==> src/rtl/core/skf_pkg.sv <==
package skf_pkg;

    // Number formats
    localparam int FRAC_BITS   = 16;
    localparam int SAMPLE_BITS = 32;
    localparam int VAR_BITS    = 32;
    localparam int NOISE_BITS  = 31;
    localparam int GAIN_BITS   = FRAC_BITS + 1;
    localparam int DEN_BITS    = VAR_BITS + 1;
    localparam int REM_BITS    = DEN_BITS + 1;
    localparam int DIFF_BITS   = SAMPLE_BITS + 1;
    localparam int CNT_BITS    = $clog2(FRAC_BITS);
    localparam int MUL_A_BITS  = (DIFF_BITS > VAR_BITS + 1) ? DIFF_BITS : VAR_BITS + 1;
    localparam int MUL_B_BITS  = GAIN_BITS + 1;
    localparam int PROD_BITS   = MUL_A_BITS + MUL_B_BITS;
    localparam int CFG_INDEX_BITS = 8;

    localparam logic [GAIN_BITS-1:0] GAIN_ONE = GAIN_BITS'(1) << FRAC_BITS;
    localparam logic [VAR_BITS-1:0]  VAR_ONE  = VAR_BITS'(1) << FRAC_BITS;
    localparam logic [CNT_BITS-1:0]  DIV_LAST = CNT_BITS'(FRAC_BITS - 1);

    localparam logic [NOISE_BITS-1:0] PROCESS_NOISE_RESET = NOISE_BITS'(655);
    localparam logic [NOISE_BITS-1:0] MEASURE_NOISE_RESET = NOISE_BITS'(13107);

    // Configuration register indexes
    localparam logic [CFG_INDEX_BITS-1:0] REG_PROCESS_NOISE = CFG_INDEX_BITS'(0);
    localparam logic [CFG_INDEX_BITS-1:0] REG_MEASURE_NOISE = CFG_INDEX_BITS'(1);

    // Datapath operations
    localparam int OP_BITS = 4;
    localparam logic [OP_BITS-1:0] OP_NONE     = 4'd0;
    localparam logic [OP_BITS-1:0] OP_LOAD     = 4'd1;
    localparam logic [OP_BITS-1:0] OP_SEED     = 4'd2;
    localparam logic [OP_BITS-1:0] OP_ADD_Q    = 4'd3;
    localparam logic [OP_BITS-1:0] OP_DIV_INIT = 4'd4;
    localparam logic [OP_BITS-1:0] OP_DIV_STEP = 4'd5;
    localparam logic [OP_BITS-1:0] OP_SUB      = 4'd6;
    localparam logic [OP_BITS-1:0] OP_MUL_D    = 4'd7;
    localparam logic [OP_BITS-1:0] OP_ACC_X    = 4'd8;
    localparam logic [OP_BITS-1:0] OP_UPD_P    = 4'd9;
    localparam logic [OP_BITS-1:0] OP_EMIT     = 4'd10;

    // Jump conditions
    localparam int COND_BITS = 3;
    localparam logic [COND_BITS-1:0] COND_NEXT     = 3'd0;
    localparam logic [COND_BITS-1:0] COND_ALWAYS   = 3'd1;
    localparam logic [COND_BITS-1:0] COND_NO_INPUT = 3'd2;
    localparam logic [COND_BITS-1:0] COND_SEED     = 3'd3;
    localparam logic [COND_BITS-1:0] COND_DIV_SKIP = 3'd4;
    localparam logic [COND_BITS-1:0] COND_DIV_LOOP = 3'd5;
    localparam logic [COND_BITS-1:0] COND_OUT_BUSY = 3'd6;

    // Program addresses
    localparam int UPC_BITS = 4;
    localparam logic [UPC_BITS-1:0] ADDR_WAIT     = 4'd0;
    localparam logic [UPC_BITS-1:0] ADDR_CHECK    = 4'd1;
    localparam logic [UPC_BITS-1:0] ADDR_ADD_Q    = 4'd2;
    localparam logic [UPC_BITS-1:0] ADDR_DIV_INIT = 4'd3;
    localparam logic [UPC_BITS-1:0] ADDR_DIV_STEP = 4'd4;
    localparam logic [UPC_BITS-1:0] ADDR_SUB      = 4'd5;
    localparam logic [UPC_BITS-1:0] ADDR_MUL_D    = 4'd6;
    localparam logic [UPC_BITS-1:0] ADDR_ACC_X    = 4'd7;
    localparam logic [UPC_BITS-1:0] ADDR_UPD_P    = 4'd8;
    localparam logic [UPC_BITS-1:0] ADDR_SEED     = 4'd9;
    localparam logic [UPC_BITS-1:0] ADDR_EMIT     = 4'd10;
    localparam logic [UPC_BITS-1:0] ADDR_RETURN   = 4'd11;

    typedef struct packed {
        logic [OP_BITS-1:0]   op;
        logic [COND_BITS-1:0] cond;
        logic [UPC_BITS-1:0]  target;
    } ctrl_t;

    typedef struct packed {
        logic seed;
        logic div_skip;
        logic div_more;
        logic out_busy;
    } stat_t;

    // Microcode store: one control word per program address.
    function automatic ctrl_t ucode(input logic [UPC_BITS-1:0] addr);
        ctrl_t w;
        w = '{op: OP_NONE, cond: COND_ALWAYS, target: ADDR_WAIT};
        unique case (addr)
            ADDR_WAIT:     w = '{op: OP_LOAD,     cond: COND_NO_INPUT, target: ADDR_WAIT};
            ADDR_CHECK:    w = '{op: OP_NONE,     cond: COND_SEED,     target: ADDR_SEED};
            ADDR_ADD_Q:    w = '{op: OP_ADD_Q,    cond: COND_NEXT,     target: ADDR_WAIT};
            ADDR_DIV_INIT: w = '{op: OP_DIV_INIT, cond: COND_DIV_SKIP, target: ADDR_SUB};
            ADDR_DIV_STEP: w = '{op: OP_DIV_STEP, cond: COND_DIV_LOOP, target: ADDR_DIV_STEP};
            ADDR_SUB:      w = '{op: OP_SUB,      cond: COND_NEXT,     target: ADDR_WAIT};
            ADDR_MUL_D:    w = '{op: OP_MUL_D,    cond: COND_NEXT,     target: ADDR_WAIT};
            ADDR_ACC_X:    w = '{op: OP_ACC_X,    cond: COND_NEXT,     target: ADDR_WAIT};
            ADDR_UPD_P:    w = '{op: OP_UPD_P,    cond: COND_ALWAYS,   target: ADDR_EMIT};
            ADDR_SEED:     w = '{op: OP_SEED,     cond: COND_NEXT,     target: ADDR_WAIT};
            ADDR_EMIT:     w = '{op: OP_EMIT,     cond: COND_OUT_BUSY, target: ADDR_EMIT};
            ADDR_RETURN:   w = '{op: OP_NONE,     cond: COND_ALWAYS,   target: ADDR_WAIT};
            default:       w = '{op: OP_NONE,     cond: COND_ALWAYS,   target: ADDR_WAIT};
        endcase
        return w;
    endfunction

endpackage

==> src/rtl/core/skf_sequencer.sv <==
module skf_sequencer (
    input  logic                              clk,
    input  logic                              rst_n,
    input  logic                              in_valid,
    input  skf_pkg::stat_t                    stat,
    output skf_pkg::ctrl_t                    ctrl,
    output logic                              at_wait
);

    logic [skf_pkg::UPC_BITS-1:0] pc_reg;
    logic [skf_pkg::UPC_BITS-1:0] pc_next;
    logic                         take_jump;

    assign ctrl    = skf_pkg::ucode(pc_reg);
    assign at_wait = (pc_reg == skf_pkg::ADDR_WAIT);

    always_comb
    begin
        unique case (ctrl.cond)
            skf_pkg::COND_NEXT:     take_jump = 1'b0;
            skf_pkg::COND_ALWAYS:   take_jump = 1'b1;
            skf_pkg::COND_NO_INPUT: take_jump = !in_valid;
            skf_pkg::COND_SEED:     take_jump = stat.seed;
            skf_pkg::COND_DIV_SKIP: take_jump = stat.div_skip;
            skf_pkg::COND_DIV_LOOP: take_jump = stat.div_more;
            skf_pkg::COND_OUT_BUSY: take_jump = stat.out_busy;
            default:                take_jump = 1'b1;
        endcase
        pc_next = take_jump ? ctrl.target : pc_reg + skf_pkg::UPC_BITS'(1);
    end

    always_ff @(posedge clk or negedge rst_n)
    begin
        if (!rst_n)
        begin
            pc_reg <= skf_pkg::ADDR_WAIT;
        end
        else
        begin
            pc_reg <= pc_next;
        end
    end

endmodule

==> src/rtl/core/skf_datapath.sv <==
module skf_datapath (
    input  logic                                   clk,
    input  logic                                   rst_n,
    input  skf_pkg::ctrl_t                         ctrl,
    output skf_pkg::stat_t                         stat,
    input  logic                                   in_valid,
    input  logic signed [skf_pkg::SAMPLE_BITS-1:0] sample,
    input  logic                                   restart,
    output logic                                   out_valid,
    input  logic                                   out_stall,
    output logic signed [skf_pkg::SAMPLE_BITS-1:0] estimate,
    output logic [skf_pkg::GAIN_BITS-1:0]          gain,
    input  logic                                   cfg_write,
    input  logic [skf_pkg::CFG_INDEX_BITS-1:0]     cfg_index,
    input  logic [skf_pkg::NOISE_BITS-1:0]         cfg_data
);

    logic [skf_pkg::NOISE_BITS-1:0]         pn_reg;
    logic [skf_pkg::NOISE_BITS-1:0]         mn_reg;
    logic signed [skf_pkg::SAMPLE_BITS-1:0] z_reg;
    logic                                   restart_reg;
    logic signed [skf_pkg::SAMPLE_BITS-1:0] x_reg;
    logic [skf_pkg::VAR_BITS-1:0]           var_reg;
    logic                                   started_reg;
    logic [skf_pkg::VAR_BITS-1:0]           p_reg;
    logic [skf_pkg::DEN_BITS-1:0]           den_reg;
    logic [skf_pkg::REM_BITS-1:0]           rem_reg;
    logic [skf_pkg::CNT_BITS-1:0]           cnt_reg;
    logic [skf_pkg::GAIN_BITS-1:0]          gain_reg;
    logic signed [skf_pkg::DIFF_BITS-1:0]   diff_reg;
    logic signed [skf_pkg::PROD_BITS-1:0]   mul_reg;
    logic                                   out_valid_reg;
    logic signed [skf_pkg::SAMPLE_BITS-1:0] est_out_reg;
    logic [skf_pkg::GAIN_BITS-1:0]          gain_out_reg;

    logic [skf_pkg::DEN_BITS-1:0]           var_sum;
    logic [skf_pkg::REM_BITS-1:0]           rem_shift;
    logic                                   qbit;
    logic signed [skf_pkg::MUL_A_BITS-1:0]  mul_a;
    logic signed [skf_pkg::MUL_B_BITS-1:0]  mul_b;
    logic                                   out_busy;
    logic                                   div_skip;

    assign out_busy = out_valid_reg && out_stall;
    // With no measurement noise the divisor equals the dividend (or both are
    // zero), so the gain is exactly one and the divide is skipped.
    assign div_skip = (mn_reg == '0);

    assign stat.seed     = !started_reg || restart_reg;
    assign stat.div_skip = div_skip;
    assign stat.div_more = (cnt_reg != '0);
    assign stat.out_busy = out_busy;

    assign var_sum   = {1'b0, var_reg} + skf_pkg::DEN_BITS'(pn_reg);
    assign rem_shift = {rem_reg[skf_pkg::REM_BITS-2:0], 1'b0};
    assign qbit      = (rem_shift >= skf_pkg::REM_BITS'(den_reg));

    // One shared multiplier: innovation times gain, then one-minus-gain times P.
    always_comb
    begin
        if (ctrl.op == skf_pkg::OP_ACC_X)
        begin
            mul_a = $signed(skf_pkg::MUL_A_BITS'(p_reg));
            mul_b = $signed({1'b0, skf_pkg::GAIN_ONE - gain_reg});
        end
        else
        begin
            mul_a = skf_pkg::MUL_A_BITS'(diff_reg);
            mul_b = $signed({1'b0, gain_reg});
        end
    end

    always_ff @(posedge clk or negedge rst_n)
    begin
        if (!rst_n)
        begin
            pn_reg        <= skf_pkg::PROCESS_NOISE_RESET;
            mn_reg        <= skf_pkg::MEASURE_NOISE_RESET;
            x_reg         <= '0;
            var_reg       <= skf_pkg::VAR_ONE;
            started_reg   <= 1'b0;
            restart_reg   <= 1'b0;
            cnt_reg       <= '0;
            out_valid_reg <= 1'b0;
        end
        else
        begin
            if (cfg_write)
            begin
                if (cfg_index == skf_pkg::REG_PROCESS_NOISE)
                begin
                    pn_reg <= cfg_data;
                end
                else if (cfg_index == skf_pkg::REG_MEASURE_NOISE)
                begin
                    mn_reg <= cfg_data;
                end
            end

            // A new result may be loaded in the cycle the old one transfers.
            if (ctrl.op == skf_pkg::OP_EMIT && !out_busy)
            begin
                out_valid_reg <= 1'b1;
            end
            else if (out_valid_reg && !out_stall)
            begin
                out_valid_reg <= 1'b0;
            end

            case (ctrl.op)
                skf_pkg::OP_LOAD:
                begin
                    if (in_valid)
                    begin
                        z_reg       <= sample;
                        restart_reg <= restart;
                    end
                end
                skf_pkg::OP_SEED:
                begin
                    x_reg       <= z_reg;
                    var_reg     <= skf_pkg::VAR_ONE;
                    started_reg <= 1'b1;
                    gain_reg    <= skf_pkg::GAIN_ONE;
                end
                skf_pkg::OP_ADD_Q:
                begin
                    p_reg <= var_sum[skf_pkg::VAR_BITS] ? '1
                                                        : var_sum[skf_pkg::VAR_BITS-1:0];
                end
                skf_pkg::OP_DIV_INIT:
                begin
                    den_reg  <= {1'b0, p_reg} + skf_pkg::DEN_BITS'(mn_reg);
                    rem_reg  <= skf_pkg::REM_BITS'(p_reg);
                    cnt_reg  <= skf_pkg::DIV_LAST;
                    gain_reg <= div_skip ? skf_pkg::GAIN_ONE : '0;
                end
                skf_pkg::OP_DIV_STEP:
                begin
                    rem_reg  <= qbit ? rem_shift - skf_pkg::REM_BITS'(den_reg) : rem_shift;
                    gain_reg <= {gain_reg[skf_pkg::GAIN_BITS-2:0], qbit};
                    cnt_reg  <= cnt_reg - skf_pkg::CNT_BITS'(1);
                end
                skf_pkg::OP_SUB:
                begin
                    diff_reg <= skf_pkg::DIFF_BITS'(z_reg) - skf_pkg::DIFF_BITS'(x_reg);
                end
                skf_pkg::OP_MUL_D:
                begin
                    mul_reg <= mul_a * mul_b;
                end
                skf_pkg::OP_ACC_X:
                begin
                    // Arithmetic shift of the product is a floor of K*(z-x).
                    x_reg   <= x_reg + mul_reg[skf_pkg::SAMPLE_BITS+skf_pkg::FRAC_BITS-1:
                                               skf_pkg::FRAC_BITS];
                    mul_reg <= mul_a * mul_b;
                end
                skf_pkg::OP_UPD_P:
                begin
                    var_reg <= mul_reg[skf_pkg::VAR_BITS+skf_pkg::FRAC_BITS-1:
                                       skf_pkg::FRAC_BITS];
                end
                default:
                begin
                end
            endcase
        end
    end

    always_ff @(posedge clk)
    begin
        if (ctrl.op == skf_pkg::OP_EMIT && !out_busy)
        begin
            est_out_reg  <= x_reg;
            gain_out_reg <= gain_reg;
        end
    end

    assign out_valid = out_valid_reg;
    assign estimate  = est_out_reg;
    assign gain      = gain_out_reg;

endmodule

==> src/rtl/core/scalar_kalman_filter.sv <==
// Scalar Kalman filter (random-walk model) on signed Q16.16 samples. A new item is
// taken only after the previous one has left the program; the gain comes from a
// 16-step restoring divide, which is skipped with zero measurement noise, and a
// seeding item skips the update altogether. Reset (rst_n, asynchronous, active low)
// restores the noise registers to their defaults, clears the started flag and idles
// the sequencer.
module scalar_kalman_filter (
    input  logic                                   clk,
    input  logic                                   rst_n,
    // Input channel: a transfer happens when in_valid is high and in_stall low.
    input  logic                                   in_valid,
    output logic                                   in_stall,
    input  logic signed [skf_pkg::SAMPLE_BITS-1:0] sample,
    input  logic                                   restart,
    // Output channel: held in an output register until the transfer completes.
    output logic                                   out_valid,
    input  logic                                   out_stall,
    output logic signed [skf_pkg::SAMPLE_BITS-1:0] estimate,
    output logic [skf_pkg::GAIN_BITS-1:0]          gain,
    // Configuration write channel.
    input  logic                                   cfg_valid,
    output logic                                   cfg_ready,
    input  logic [skf_pkg::CFG_INDEX_BITS-1:0]     cfg_index,
    input  logic [skf_pkg::NOISE_BITS-1:0]         cfg_data
);

    skf_pkg::ctrl_t ctrl;
    skf_pkg::stat_t stat;
    logic           at_wait;

    // Configuration writes go straight into the noise registers, so the port is always ready.
    assign cfg_ready = 1'b1;

    // A new sample is taken only while the program sits on its wait step; the
    // output register still lets the next sample in while a result waits.
    assign in_stall = !at_wait;

    // The sequencer walks a small microprogram: load, seed check, add process noise,
    // divide for the gain, subtract for the innovation, then the two multiplies that
    // update estimate and variance, and the output write; a seed skips to that write.
    skf_sequencer u_sequencer (
        .clk      (clk),
        .rst_n    (rst_n),
        .in_valid (in_valid),
        .stat     (stat),
        .ctrl     (ctrl),
        .at_wait  (at_wait)
    );

    // The datapath holds the filter state, the noise registers, the shared
    // divider and multiplier, and the output register.
    skf_datapath u_datapath (
        .clk       (clk),
        .rst_n     (rst_n),
        .ctrl      (ctrl),
        .stat      (stat),
        .in_valid  (in_valid),
        .sample    (sample),
        .restart   (restart),
        .out_valid (out_valid),
        .out_stall (out_stall),
        .estimate  (estimate),
        .gain      (gain),
        .cfg_write (cfg_valid && cfg_ready),
        .cfg_index (cfg_index),
        .cfg_data  (cfg_data)
    );

endmodule

==> config.mk <==
export PLATFORM = sky130hd
export DESIGN_NAME = scalar_kalman_filter
export DESIGN_NICKNAME = d
export VERILOG_FILES = /design/src/rtl/core/skf_pkg.sv /design/src/rtl/core/skf_sequencer.sv /design/src/rtl/core/skf_datapath.sv /design/src/rtl/core/scalar_kalman_filter.sv
export SDC_FILE = /design/constraint.sdc
export NUM_CORES = 2
export LEC_CHECK = 0
export BUFFER_PORTS_ARGS = -buffer_cell sky130_fd_sc_hd__buf_2
export CORE_MARGIN = 1
export CORE_UTILIZATION = 60
export CTS_CLUSTER_SIZE = 25
export DETAILED_ROUTE_END_ITERATION = 16
export PLACE_DENSITY = 0.84
export SLEW_MARGIN = 20
export SYNTH_ARGS = -nofsm -noshare
export SYNTH_HDL_FRONTEND = slang
export SYNTH_SLANG_ARGS = --single-unit
==> constraint.sdc <==
create_clock -name clk -period 26.5 [get_ports clk]
set_input_delay 1.325 -clock clk [delete_from_list [all_inputs] [get_ports clk]]
set_output_delay 1.325 -clock clk [all_outputs]
set_load 0.05 [all_outputs]
==> results.py <==
metrics = {
    "outcome": {
        "result_of_the_run": "completed",
    },
    "logic_synthesis": {
        "ys_async_sr_fraction_pct": 34.42,
        "synth_seq_cells": 398,
        "synthMostInstantiatedCell": "sky130_fd_sc_hd__inv_1",
        "synth_top_area_share_pct": 25.36,
        "synthSimpleGateAreaFrac_pct": 13.54,
        "yosysWarningCount": 0,
        "syn-num-nets": 5148,
        "synthesis.area_um2": 40960,
        "synth-compound-area-share_pct": 10.57,
        "number_of_library_cell_types_mapped_by_synthesis": 87,
        "adder_cell_fraction_of_synth_area_pct": 33.79,
        "synthXorXnorAreaFrac_pct": 4.020,
        "synth_top_cell_by_area": "sky130_fd_sc_hd__fa_1",
        "netlist_top_cells_area": "sky130_fd_sc_hd__fa_1, sky130_fd_sc_hd__edfxtp_1, sky130_fd_sc_hd__ha_1",
        "synth-main-ff-cell": "sky130_fd_sc_hd__edfxtp_1",
        "main_combinational_cell_family_by_area_after_synthesis": "adder cells",
        "synth_cells": 4276,
        "synth_common_cells": "sky130_fd_sc_hd__inv_1, sky130_fd_sc_hd__nand2_1, sky130_fd_sc_hd__fa_1, sky130_fd_sc_hd__nor2_1, sky130_fd_sc_hd__ha_1",
        "syn_avg_cell_area_um2": 9.580,
        "synth.mux.area_fraction_pct": 2.737,
        "number_of_synthesized_flops_with_an_enable_pin": 261,
        "synth-seq-area-share_pct": 27.55,
    },
    "clock_tree": {
        "cts_tree": "yes",
        "numCtsBuffers": 45,
        "clock_tree.root_cell": "sky130_fd_sc_hd__clkbuf_16",
        "post-cts-setup-buffers": 0,
        "post_cts.resized_instances": 0,
        "h_tree_depth": 2,
        "clkSlewWorstSetupHoldPaths_ns": 0.07,
        "cts_max_path_buffers": 3,
        "clock_sinks": 398,
        "insertion_delay_ns": 0.62,
        "holdBufCountCts": 0,
    },
    "grt": {
        "global_route.usage.met2_pct": 51.86,
        "grt_antenna_before_repair": 3,
        "first_global_vias": 32211,
        "globalRoute.busiestLayer": "met2",
        "wire_length_of_the_first_global_routing_pass_um": 182700,
        "groute.layer.met1.usage_pct": 46.82,
        "grt_max_degree": 73,
        "grtUsageTotal_pct": 34.31,
        "grt.met3_usage_pct": 7.118,
        "globalRoute.totalOverflow": 0,
    },
    "routing": {
        "drt_first_pass_iters": 6,
        "post_drt_wl_per_cell_um": 22.04,
        "drt-vias-per-instance": 6.091,
        "drtAntennaViolNets": 0,
        "number_of_drc_violations_after_detailed_routing": 0,
        "initialDrtViolationCount": 3501,
        "detail_route.wirelength_um": 116400,
        "dr_total_vias": 32154,
    },
    "timing": {
        "setup-tns-final_ns": 0,
        "tightest_slew_ns": 1.130,
        "worst_hold_slack_ns": 0.4777,
        "final_critical_period_ns": 9.821,
        "slew_headroom_pct": 22.48,
        "final_count_of_pins_violating_max_slew": 0,
        "post-route-period-util_pct": 37.06,
        "layout_setup_ws_ns": 16.68,
        "timing.clock.skew_ns": 0.03334,
        "achievable-frequency_ghz": 0.1018,
        "finalHoldViolations": 0,
        "finalSetupViolations": 0,
        "rsz_0062_raised_after_global_routing": "false",
    },
    "setup_path": {
        "worstSetupStartpointType": "flop",
        "worstSetupEndpointType": "flop",
        "cpMostUsedCell": "sky130_fd_sc_hd__fa_1",
        "critical_path_arrival_ns": 10.18,
        "timing.critical_path.slowest_cell_delay_ns": 0.74,
        "path_max_fanout": 69,
        "worstSetupPathType": "reg -> reg",
        "worst_path_max_delay_cell": "sky130_fd_sc_hd__buf_4",
        "worstPathRequired_ns": 26.86,
    },
    "place": {
        "place_worst_setup_slack_ns": 16.70,
        "dpl.hpwl_um": 89720,
        "dpl.cell_count": 5193,
        "port_buffers": 127,
        "routabilityCongestion": 0.9851,
    },
    "die": {
        "floorplan.core_area_um2": 67400,
        "floorplan.initialDensity_pct": 60.78,
        "floorplan.io_pins": 129,
        "dieHeight_um": 263.3,
        "die_area_um2": 69320,
        "num_rows": 95,
        "chipWidth_um": 263.3,
    },
    "job": {
        "drv_cap": 0,
    },
    "layout": {
        "fin_cells": 5279,
        "layout_stage_area_growth_over_the_synthesis_result_pct": 7.834,
        "number_of_flip_flops_in_the_largest_register": 34,
        "finalNetCount": 5239,
        "layout-drive-gt1-share_pct": 8.856,
    },
    "worst_hold_path": {
        "timing.hold.worst.class": "reg -> reg",
    },
}
==> critical path, delay by kind of cell, from the launching register on <==
kind | cells | cell delay, ns
compound gates | 11 | 3.06
xor+xnor | 2 | 0.29
fa+ha+maj | 8 | 3.66
buf+inv | 5 | 1.36
flops | 1 | 0.55
simple gates | 4 | 0.56
==> final timing paths <==
path,startpoint,slack (ns),cells after the start,endpoint
max,u_sequencer.pc_reg[0],16.68,30,u_datapath.mul_reg[44]
min,u_datapath.var_reg[16],0.48,2,u_datapath.var_reg[16]
max reg2reg,u_sequencer.pc_reg[0],16.68,30,u_datapath.mul_reg[44]
min reg2reg,u_datapath.var_reg[16],0.48,2,u_datapath.var_reg[16]
max in group asynchronous,rst_n,24.37,2,u_datapath.var_reg[14]
min in group asynchronous,rst_n,0.73,1,u_datapath.mn_reg[7]
==> metal layers <==
metal  wire, um  vias to the layer above
met5          0                        -
met4       7206                        0
met3      13770                      407
met2      51020                     1954
met1      44370                    15724
li1           -                    14069
==> placed cells by master (no fill, tap or decap), drive strengths merged, types with 48 or more instances in the layout <==
cell type	Yosys	layout
nor2	457	457
ha	276	276
o21ai	126	126
fa	519	519
buf	26	180
nor3	50	50
nand2b	48	48
a31oi	56	56
a21oi	170	170
clkbuf	110	56
mux2	64	64
a21o	76	76
edfxtp	261	261
xor2	61	61
dfrtp	122	122
xnor2	127	127
nand2	533	533
inv	706	710
==> kinds of logic after synthesis <==
kind of cell,Yosys count
XOR/XNOR,188
AND/OR/NAND/NOR,1293
adder cells (fa/ha/maj),795
other,1
multiplexers,104
buffers and inverters,842
AO/OA/AOI/OAI,655
flip-flops,398
==> layout make-up <==
class                      count  area, um2
multi-input combinational   3036      26630
clock inverter                28      250.2
antenna                        2      5.005
tap                          873       1092
fill                        5033      23220
inverter                     706       2650
sequential                   398      11280
clock buffer                  56       1219
timing repair buffer         180       1040
==> stage by stage <==
step / util, % / cell area, um2
6_report: 65.54 / 44170
5_1_grt: 65.54 / 44170
4_1_cts: 65.51 / 44150
3_5_place_dp: 63.33 / 42680
3_3_place_gp: 63.33 / 42680
2_1_floorplan: - / 40960
Power is not shown: default switching activity piles up to over one toggle a cycle in this logic, so the estimate is an artifact.
